===== src/sv/pbbm_pkg.sv =====
// Shared types and constants for the per-bunch beam moments block.
package pbbm_pkg;
   localparam int NCOORD = 6;
   localparam int COORD_W = 24;
   localparam int SUM_W = 40;
   localparam int SQ_W = 64;
   localparam int RMS_W = 23;
   localparam int TURN_W = 16;
   localparam int CFG_W = 4;
   localparam int REG_BUNCH_COUNT = 0;

   typedef logic signed [COORD_W-1:0] coord_type;
   typedef logic signed [SUM_W-1:0] sum_type;
   typedef logic [SQ_W-1:0] sq_type;

   // Command from the particle path to each lane.
   typedef struct packed {
      logic add;
      logic clear;
   } lane_cmd_type;
endpackage


===== src/sv/pbbm_lane.sv =====
// One coordinate lane: per-bunch sum and sum-of-squares accumulators.
module pbbm_lane
   import pbbm_pkg::*;
#(
   parameter int MAX_BUNCHES = 8,
   parameter int BIDX_W = 3
) (
   input  logic              clock,
   input  logic              reset,
   input  lane_cmd_type      cmd,
   input  logic [BIDX_W-1:0] wr_bunch,
   input  coord_type         value,
   input  logic [BIDX_W-1:0] rd_bunch,
   output sum_type           rd_sum,
   output sq_type            rd_sq
);
   sum_type sum_ff [MAX_BUNCHES];
   sq_type  sq_ff  [MAX_BUNCHES];
   // Square registered first, accumulated into the bunch's sums in the next cycle.
   logic              add_ff;
   logic [BIDX_W-1:0] bunch_ff;
   coord_type         value_ff;
   sq_type            square_ff;
   sq_type            square_in;
   logic signed [2*COORD_W-1:0] product;

   assign product = value * value;
   assign square_in = sq_type'(product);

   always_ff @(posedge clock) begin
      if (reset) begin
         add_ff <= 1'b0;
      end else begin
         add_ff <= cmd.add;
      end
      bunch_ff <= wr_bunch;
      value_ff <= value;
      square_ff <= square_in;
   end

   always_ff @(posedge clock) begin
      for (int b = 0; b < MAX_BUNCHES; b++) begin
         if (reset || cmd.clear) begin
            sum_ff[b] <= '0;
            sq_ff[b] <= '0;
         end else if (add_ff && bunch_ff == BIDX_W'(b)) begin
            sum_ff[b] <= sum_ff[b] + sum_type'(value_ff);
            sq_ff[b] <= sq_ff[b] + square_ff;
         end
      end
   end

   assign rd_sum = sum_ff[rd_bunch];
   assign rd_sq = sq_ff[rd_bunch];
endmodule


===== config.mk =====
export PLATFORM = sky130hd
export DESIGN_NAME = pbbm_lane
export DESIGN_NICKNAME = d
export VERILOG_FILES = /design/src/sv/pbbm_pkg.sv /design/src/sv/pbbm_lane.sv
export SDC_FILE = /design/constraint.sdc
export NUM_CORES = 2
export LEC_CHECK = 0
export BUFFER_PORTS_ARGS = -buffer_cell sky130_fd_sc_hd__clkbuf_2
export CAP_MARGIN = 20
export CORE_MARGIN = 2
export CORE_UTILIZATION = 67
export CTS_BUF_LIST = sky130_fd_sc_hd__clkbuf_8
export DETAILED_ROUTE_END_ITERATION = 8
export PLACE_DENSITY_LB_ADDON = 0.15
export SLEW_MARGIN = 20
export SYNTH_ARGS = -nofsm -noshare
export SYNTH_HDL_FRONTEND = slang
export SYNTH_SLANG_ARGS = --single-unit

===== constraint.sdc =====
create_clock -name clock -period 21.9 [get_ports clock]
set_input_delay 2.19 -clock clock [delete_from_list [all_inputs] [get_ports clock]]
set_output_delay 2.19 -clock clock [all_outputs]
set_load 0.01 [all_outputs]

==> impl_metrics.yaml <==
clock_tree:
  clk_pin_slew_ns: 0.06
  holdBufCountCts: 0
  post_cts_buffers: 0
  cts_max_level: 4
  cts_tree: "done"
  ctsResizeCount: 0
  cts_sinks: 906
  insertion_delay_ns: 0.97
  clock_path_buffers: 3
  cts_inserted_buffers: 171
  root_buffer: "clkbuf_8"
route:
  via_per_inst: 6.71
  drc: 0
  drtAntennaViolNets: 0
  totalWireLength_mm: 308
  drt_iter0_drc: 8936
  first_pass_iters: 9
  wire_per_inst_um: 24.5
  vias: 84300
die:
  initial_utilization_pct: 67.3
  dieArea_sq_mm: 0.151
  rows: 141
  core_sq_mm: 0.147
  ios: 138
  fp.dieW_um: 388
  die-height_um: 388
setup_path:
  crit_type: "input port to register"
  critPathCaptureType: "register"
  worstPathArrival_ns: 10.24
  worst-path-max-fanout: 25
  startpoint_type: "input port"
  worst_path_max_delay_cell: "clkbuf_2"
  crit_required_ns: 22.70
  slowest_delay_ns: 0.58
yosys:
  synth_edf_count: 832
  ys_ff_latch: 906
  synthXorXnorAreaFrac_pct: 6.64
  yosysTopAreaCell: "edfxtp_1"
  ys_top_cells_by_area: "edfxtp_1, ha_1, fa_1, mux4_2, a21oi_1"
  syn_area_sq_mm: 0.0990
  muxShareOfSynthArea_pct: 6.11
  synth_compound_area_share_pct: 18.2
  synth_top_area_share_pct: 25.2
  ys_seq_area_share_pct: 26.7
  synthSimpleGateAreaFrac_pct: 13.8
  yosys.cell_count.top_type: "nor2_1"
  yosys_warnings: 0
  ys_types: 116
  synth_top_flop_cell: "edfxtp_1"
  synthAdderAreaFrac_pct: 23.5
  avgSynthCellArea_sq_um: 9.45
  synth_top_family_by_area: "adder cells"
  syn_inst: 10500
  synth_common_cells: "nor2_1, ha_1, inv_1, edfxtp_1, a21oi_1"
  async_flop_share_pct: 0
  syn_nets: 12000
timing:
  max_freq_mhz: 106
  layout_setup_ws_ns: 12.46
  finalHoldViolCount: 0
  maxSlewHeadroom_pct: 20.6
  fin_skew_ns: 0.0863
  drv_slew: 0
  finalSetupTns_ns: 0
  rsz0062_at_grt: "no"
  fin_crit_ns: 9.44
  fin_crit_sh_pct: 43.1
  setup_violations: 0
  worst_pin_slew_ns: 1.19
final_layout:
  final_cells: 12600
  nets: 12000
  final_area_sq_mm: 0.105
  syn2layout_area_growth_pct: 5.69
  fillCellCount: 11100
  drive_gt1_share_pct: 8.32
placement:
  dp_slack_ns: 11.71
  place_hpwl_mm: 240
  portBuffers: 137
  dp.cells: 12200
  dpl-instance-area_sq_mm: 0.101
  place_congestion: 1.03
power_and_ir_drop:
  p_per_area_mw_per_mm2: 174
  leakage_nw: 48.5
  irDropWorstVdd_uv: 612
status:
  status: "finished, final reports clean"
grt:
  gr-total-overflow: 0
  grt_pass1_vias: 83700
  antenna_found_initial: 23
  grt_max_degree: 81
  grt_use_total_pct: 40.3
  grt_pass1_wl_mm: 471
hold_path:
  hp-class: "register to register"
run:
  drv_cap: 0
## layer usage
layer  part of all wire (%)  track usage [%]  vias to the layer above
met5                  0.032                0                        -
met4                    6.4             22.5                       16
met3                     10             7.04                      985
met2                     45             64.3                     4499
met1                     38             52.3                    41000
li1                       -                -                    37800
## final cells by class
cell class                 instances  area (sq um)  share of cell area [%]
sequential                       906         26500                    25.3
inverter                         901          3380                    3.23
timing repair buffer             212          1270                    1.21
clock buffer                     181          2490                    2.38
tap                             1930          2410                    2.31
multi-input combinational       8295         67800                    64.8
antenna                           11          27.5                  0.0263
clock inverter                   128           742                   0.709
## state kept, by name (all words and copies together) (netlist names)
register and cells:
value_ff 23, add_ff 1, square_ff 47, sq_ff 512, bunch_ff 3, sum_ff 320
## power breakdown
group	switching, mW	total, mW	leakage, nW	internal (mW)
Sequential	0.281	2.48	9.92	2.19
Clock	0.836	1.66	1.88	0.827
Combinational	8.40	14.1	36.7	5.70
## kinds of logic (layout without fill, tap and decap cells)
family / after synthesis / after routing
other: 0 / 11
AND/OR/NAND/NOR: 2932 / 2932
AO/OA/AOI/OAI: 2759 / 2759
buffers and inverters: 1278 / 1422
multiplexers: 331 / 331
adder cells (fa/ha/maj): 1523 / 1523
XOR/XNOR: 750 / 750
flip-flops: 906 / 906
## placed cells by master (no fill, tap or decap), types with 358 or more instances in the layout
cell | netlist | final
nor2_1 | 1097 | 1091
a21o_1 | 544 | 544
xnor2_1 | 392 | 392
fa_1 | 564 | 564
ha_1 | 959 | 959
inv_1 | 901 | 962
edfxtp_1 | 832 | 832
a21oi_1 | 827 | 827
xor2_1 | 358 | 358
nand2_1 | 667 | 661
o21ai_0 | 427 | 421
## stage by stage
step / utilization (%) / total power [mW] / hold WS [ns]
floorplan: - / 12.7 / 0.629
global placement: 68.9 / 15.7 / 0.646
detailed placement: 68.9 / 16.2 / 0.664
CTS: 71.1 / 17.9 / 0.684
global route: 71.1 / 19.8 / 0.713
finish: 71.1 / 18.2 / 0.676
## critical path: cells and delay by family
kind / cells / cell delay [ns]
adder cells (fa/ha/maj): 8 / 3.87
AO/OA/AOI/OAI: 8 / 2.46
buffers and inverters: 8 / 0.94
AND/OR/NAND/NOR: 3 / 0.58
XOR/XNOR: 1 / 0.18
## worst paths after layout
| path | slack (ns) | to | startpoint | depth (start not counted) |
|---|---|---|---|---|
| max | 12.46 | square_ff[46] | value[7] | 28 |
| min | 0.68 | sq_ff[5][0] | sq_ff[5][0] | 2 |
| max reg2reg | 16.62 | sum_ff[0][36] | value_ff[1] | 13 |
| min reg2reg | 0.68 | sq_ff[5][0] | sq_ff[5][0] | 2 |
Note: power is estimated with default switching activity, not from simulation.
