**src/sv/pbbm_pkg.sv**
```systemverilog
// Shared types and constants for the per-bunch beam moments block.
package pbbm_pkg;
   localparam int NCOORD = 6;
   localparam int COORD_W = 24;
   localparam int SUM_W = 40;
   localparam int SQ_W = 64;
   localparam int RMS_W = 23;
   localparam int TURN_W = 16;
   localparam int CFG_W = 4;
   localparam int REG_BUNCH_COUNT = 0;

   typedef logic signed [COORD_W-1:0] coord_type;
   typedef logic signed [SUM_W-1:0] sum_type;
   typedef logic [SQ_W-1:0] sq_type;

   // Command from the particle path to each lane.
   typedef struct packed {
      logic add;
      logic clear;
   } lane_cmd_type;
endpackage

```
**src/sv/pbbm_stats.sv**
```systemverilog
// Serial divider and square root producing mean and rms of one accumulator pair.
module pbbm_stats
   import pbbm_pkg::*;
#(
   parameter int COUNT_BITS = 16
) (
   input  logic                  clock,
   input  logic                  reset,
   input  logic                  start,
   input  sum_type               sum,
   input  sq_type                sq,
   input  logic [COUNT_BITS-1:0] count,
   output logic                  done,
   output coord_type             mean,
   output logic [RMS_W-1:0]      rms
);
   localparam logic [2:0] ST_IDLE = 3'd0;
   localparam logic [2:0] ST_DIV  = 3'd1;
   localparam logic [2:0] ST_MSQ  = 3'd2;
   localparam logic [2:0] ST_SQRT = 3'd3;
   localparam logic [2:0] ST_DONE = 3'd4;

   logic [2:0] state_ff, state_in;
   logic [6:0] step_ff, step_in;
   // Two restoring dividers run side by side: |sum|/count and sq/count.
   logic [SUM_W-1:0] sq1_ff, sq1_in;
   logic [COUNT_BITS:0] r1_ff, r1_in;
   logic [SQ_W-1:0] q2_ff, q2_in;
   logic [COUNT_BITS:0] r2_ff, r2_in;
   logic [COUNT_BITS-1:0] den_ff;
   logic neg_ff;
   coord_type mean_ff, mean_in;
   logic [SQ_W-1:0] rad_ff, rad_in;
   logic [SQ_W-1:0] root_ff, root_in;
   logic [SQ_W-1:0] bit_ff, bit_in;
   logic [SQ_W-1:0] msq_ff, msq_in;
   logic [COUNT_BITS:0] t1, t2;
   logic [SUM_W-1:0] abs_sum;
   logic [SQ_W-1:0] trial;
   logic signed [2*COORD_W-1:0] mean_sq;

   assign abs_sum = sum[SUM_W-1] ? SUM_W'(-sum) : SUM_W'(sum);
   assign t1 = {r1_ff[COUNT_BITS-1:0], sq1_ff[SUM_W-1]};
   assign t2 = {r2_ff[COUNT_BITS-1:0], q2_ff[SQ_W-1]};
   assign trial = root_ff + bit_ff;
   assign mean_sq = mean_ff * mean_ff;

   always_comb begin
      state_in = state_ff;
      step_in = step_ff;
      sq1_in = sq1_ff;
      r1_in = r1_ff;
      q2_in = q2_ff;
      r2_in = r2_ff;
      mean_in = mean_ff;
      rad_in = rad_ff;
      root_in = root_ff;
      bit_in = bit_ff;
      msq_in = msq_ff;
      case (state_ff)
         ST_IDLE: begin
            if (start) begin
               state_in = ST_DIV;
               step_in = '0;
               sq1_in = abs_sum;
               r1_in = '0;
               q2_in = sq;
               r2_in = '0;
            end
         end
         ST_DIV: begin
            if (step_ff < 7'(SUM_W)) begin
               if (t1 >= {1'b0, den_ff}) begin
                  r1_in = t1 - {1'b0, den_ff};
                  sq1_in = {sq1_ff[SUM_W-2:0], 1'b1};
               end else begin
                  r1_in = t1;
                  sq1_in = {sq1_ff[SUM_W-2:0], 1'b0};
               end
            end
            if (t2 >= {1'b0, den_ff}) begin
               r2_in = t2 - {1'b0, den_ff};
               q2_in = {q2_ff[SQ_W-2:0], 1'b1};
            end else begin
               r2_in = t2;
               q2_in = {q2_ff[SQ_W-2:0], 1'b0};
            end
            step_in = step_ff + 7'd1;
            if (step_ff == 7'(SQ_W - 1)) begin
               state_in = ST_MSQ;
               mean_in = neg_ff ? coord_type'(-sq1_ff) : coord_type'(sq1_ff);
            end
         end
         ST_MSQ: begin
            msq_in = SQ_W'(mean_sq);
            state_in = ST_SQRT;
            step_in = '0;
         end
         ST_SQRT: begin
            if (step_ff == 7'd0) begin
               rad_in = (q2_ff > msq_ff) ? q2_ff - msq_ff : '0;
               root_in = '0;
               bit_in = SQ_W'(1) << (SQ_W - 2);
               step_in = 7'd1;
            end else begin
               if (rad_ff >= trial) begin
                  rad_in = rad_ff - trial;
                  root_in = (root_ff >> 1) + bit_ff;
               end else begin
                  root_in = root_ff >> 1;
               end
               bit_in = bit_ff >> 2;
               step_in = step_ff + 7'd1;
               if (step_ff == 7'(SQ_W / 2)) state_in = ST_DONE;
            end
         end
         ST_DONE: state_in = ST_IDLE;
         default: state_in = ST_IDLE;
      endcase
   end

   always_ff @(posedge clock) begin
      if (reset) begin
         state_ff <= ST_IDLE;
      end else begin
         state_ff <= state_in;
      end
      step_ff <= step_in;
      sq1_ff <= sq1_in;
      r1_ff <= r1_in;
      q2_ff <= q2_in;
      r2_ff <= r2_in;
      mean_ff <= mean_in;
      rad_ff <= rad_in;
      root_ff <= root_in;
      bit_ff <= bit_in;
      msq_ff <= msq_in;
      if (state_ff == ST_IDLE && start) begin
         den_ff <= count;
         neg_ff <= sum[SUM_W-1];
      end
   end

   assign done = (state_ff == ST_DONE);
   assign mean = mean_ff;
   assign rms = (root_ff > SQ_W'({RMS_W{1'b1}})) ? {RMS_W{1'b1}} : root_ff[RMS_W-1:0];
endmodule

```
**config.mk**
```make
export PLATFORM = sky130hd
export DESIGN_NAME = pbbm_stats
export DESIGN_NICKNAME = d
export VERILOG_FILES = /design/src/sv/pbbm_pkg.sv /design/src/sv/pbbm_stats.sv
export SDC_FILE = /design/constraint.sdc
export NUM_CORES = 2
export LEC_CHECK = 0
export CAP_MARGIN = 20
export CORE_ASPECT_RATIO = 0.7
export CORE_MARGIN = 1.5
export CORE_UTILIZATION = 55
export CTS_CLUSTER_DIAMETER = 50
export DETAILED_ROUTE_END_ITERATION = 10
export DONT_BUFFER_PORTS = 1
export PLACE_DENSITY = 0.7
export SKIP_LAST_GASP = 1
export SYNTH_ARGS = -nofsm -noshare
export SYNTH_HDL_FRONTEND = slang
export SYNTH_SLANG_ARGS = --single-unit
```
**constraint.sdc**
```tcl
create_clock -name clock -period 18.15 [get_ports clock]
set_input_delay 0.9075 -clock clock [delete_from_list [all_inputs] [get_ports clock]]
set_output_delay 0.9075 -clock clock [all_outputs]
set_load 0.01 [all_outputs]
```
==> metrics.txt <==
status finished clean; clk_skew 29.55 ps; Max Clk Rate 120.8 MHz; die footprint 89,790 sq um; Root Buffer clkbuf_16; Iter 0 DRT Violations 3,019; slowest CP cell edfxtp_1; Final ANT Viol Nets 0; FFs w/ async S/R, synth 0%; CTS Buf Count 50; fin crit period 8280 ps; first-pass GRT wire length 195,600 um; die width 357.5 um; top cell family by delay on the critical path adder cells; largest net degree at the start of global routing 79; vias 36,530; vias per cell 5.798; WP data required 18,500 ps; WP buf/inv 5; CTS sink count 394; Yosys reg bits 394; Crit path top cell by count fa_1; Slew Viols, Final 0; final hold vios 0; Mapped Nets 6,261; Netlist cell types 88; flop-to-flop setup slack 9870 ps; RSZ-0062 raised after global routing no; Initial Utilization 55.87%; # H-tree levels 2; pwr dens 61.62 nW/um^2; Seq/Total Area, Yosys 24.39%; biggest cell delay along the critical path 1070 ps; Detailed Place HPWL 97,140 um; Clock Latency Late Sink 620 ps; Core ar. 86,600 sq um; number of synthesized flops with an enable pin 391; Critical Path AT 8630 ps; num rows 90; crit path cell chain nand2_1 > fa_1 > inv_1 > fa_1 > inv_1 > fa_1 > fa_1 > inv_1 > fa_1 > fa_1 > inv_1 > fa_1 > inv_1 > ha_1 > nand4_1 > o31ai_1 > a21oi_1 > o311ai_1 > a41o_1 > nor2b_1 > o22ai_1 > o21ai_0 > a21oi_1 > xnor2_1; antenna violations before repair 10; port bufs 0; crit path launch type flop; Clock power frac 32.8%; sw power 1.061 mW; fillers 7,473; CTS tree done; Post-Syn Area per Cell 9.296 sq um; drt pass-1 iters 5; synth top area cells edfxtp_1 24%, fa_1 23%, ha_1 9.7%, inv_1 6.3%, nand2_1 5.1%; Setup Buffers After CTS 0; VDD IR-drop max 113.0 uV; crit path kind flop to flop; Remaining DRCs 0; setup violators final 0; type of the tightest min-delay check input port to flop; total grt overflow 0; Power Internal 2.093 mW; Total Nets Final 6,161; Sw Ratio 33.63%; slew margin rel. 27.44%; Logic pwr share 29.2%; area delta synth->final 5.787%; sequential power share 37.9%; top_reg_cell synth edfxtp_1; Routed WL per cell 19.55 um; CP max FO 24; Post-CTS Resized 0; Final Power 3.154 mW; Worst-path clk slew 60 ps; # IOs 171; RD Place Congestion 0.9427; yosys warns 0; CP endpoint kind flop; share of cells above drive strength 1 3.712%; Sum Neg Setup Slack 0 ps; Synth top area share 24.27%; clock tree buffer depth 3; commonest non-fill, non-tap cell in the layout inv_1; LEAKAGE 22.95 nW; Synth Instances 5,205; GRT Util Overall 27.54%; post-synthesis cell area 48,390 sq um; most frequent cells in the layout 815 x inv_1, 650 x nand2_1, 559 x fa_1; dominant cell type by area after synthesis edfxtp_1; Slew @ Worst Pin 1088 ps; Routed WL 123,100 um; fin crit share 45.62%; Die Ht 251.2 um; vias in the first global route 35,950; Max Cap Viol 0; # hold bufs at CTS 0
==> cell type report <==
| class | instances | area, sq um | area share (%) |
|---|---|---|---|
| diodes | 4 | 10.01 | 0.01956 |
| clock buffers | 58 | 1345 | 2.628 |
| clock inverters | 35 | 340.3 | 0.6649 |
| inverters | 817 | 3070 | 5.999 |
| multi-input cells | 3800 | 32840 | 64.16 |
| flip-flops and latches | 394 | 11800 | 23.06 |
| well taps | 1150 | 1439 | 2.811 |
| repair buffers | 42 | 340.3 | 0.6649 |
==> final timing paths <==
path	start	endpoint	cells past startpoint
worst max-delay path	mean[8]$_DFFE_PP_	msq_ff[47]$_DFFE_PP_	24
worst min-delay path	reset	state_ff[1]$_SDFFE_PP0P_	1
worst max register to register	mean[8]$_DFFE_PP_	msq_ff[47]$_DFFE_PP_	24
worst min register to register	sq1_ff[24]$_DFFE_PP_	sq1_ff[25]$_DFFE_PP_	2
==> synth_stat cells, drive strengths merged, types with 17 or more instances <==
master and instances:
nor4 18, or3 45, nor3 38, nor2b 67, o31ai 27, mux2i 26
or4 21, o21a 24, nand3 45, o21ai 249, fa 559, nand4 71
o21bai 43, buf 26, a31oi 65, xnor2 193, and2 145, nand2 651
ha 374, a21oi 250, a211oi 54, nor2 240, a31o 17, and3 22
a21o 112, nand2b 64, clkbuf 168, inv 817, o211ai 20, o22ai 67
xor2 164, a21boi 17, edfxtp 391
==> cells by family after synthesis <==
logic type,share of synthesized area (%)
simple gates,14.11
compound gates,13.75
buf+inv,7.931
fa+ha+maj,32.80
flops,24.39
xor+xnor,6.462
mux,0.5611
==> per-layer routing <==
layer  global-route usage, %  vias up  share of wire, %
li1                        -    17260                 -
met4                   4.758       12               1.4
met2                   38.97     1239                42
met5                       0        -             0.057
met1                   42.52    17900                47
met3                   7.274      119               9.4
==> stage by stage <==
stage | instances | area, sq um | setup slack (ps) | util, % | hold slack (ps)
floorplan | 5205 | 48390 | 9573 | - | 466.3
global placement | 6200 | 49440 | 9860 | 57.10 | 506.1
detailed placement | 6201 | 49470 | 9901 | 57.13 | 517.2
CTS | 6294 | 51160 | 9894 | 59.07 | 327.5
global route | 6299 | 51180 | 9374 | 59.11 | 340.0
finish | 6300 | 51190 | 9870 | 59.11 | 358.3
==> power groups by stage <==
| stage | registers, mW | logic (mW) | clock network [mW] |
|---|---|---|---|
| after floorplan | 1.19 | 0.700 | 0 |
| after global placement | 1.21 | 0.893 | 0 |
| after detailed placement | 1.21 | 0.905 | 0 |
| after CTS | 1.19 | 0.912 | 1.05 |
| after global routing | 1.21 | 1.02 | 1.08 |
| final | 1.20 | 0.922 | 1.04 |
==> sequential cells by signal, indices dropped and copies added, names as in the netlist <==
register,flops
bit_ff,32
den_ff,16
mean,24
msq_ff,47
neg_ff,1
q2_ff,64
r1_ff,16
r2_ff,16
rad_ff,64
root_ff,64
sq1_ff,40
state_ff,3
step_ff,7
(Power assumes the default switching activity.)
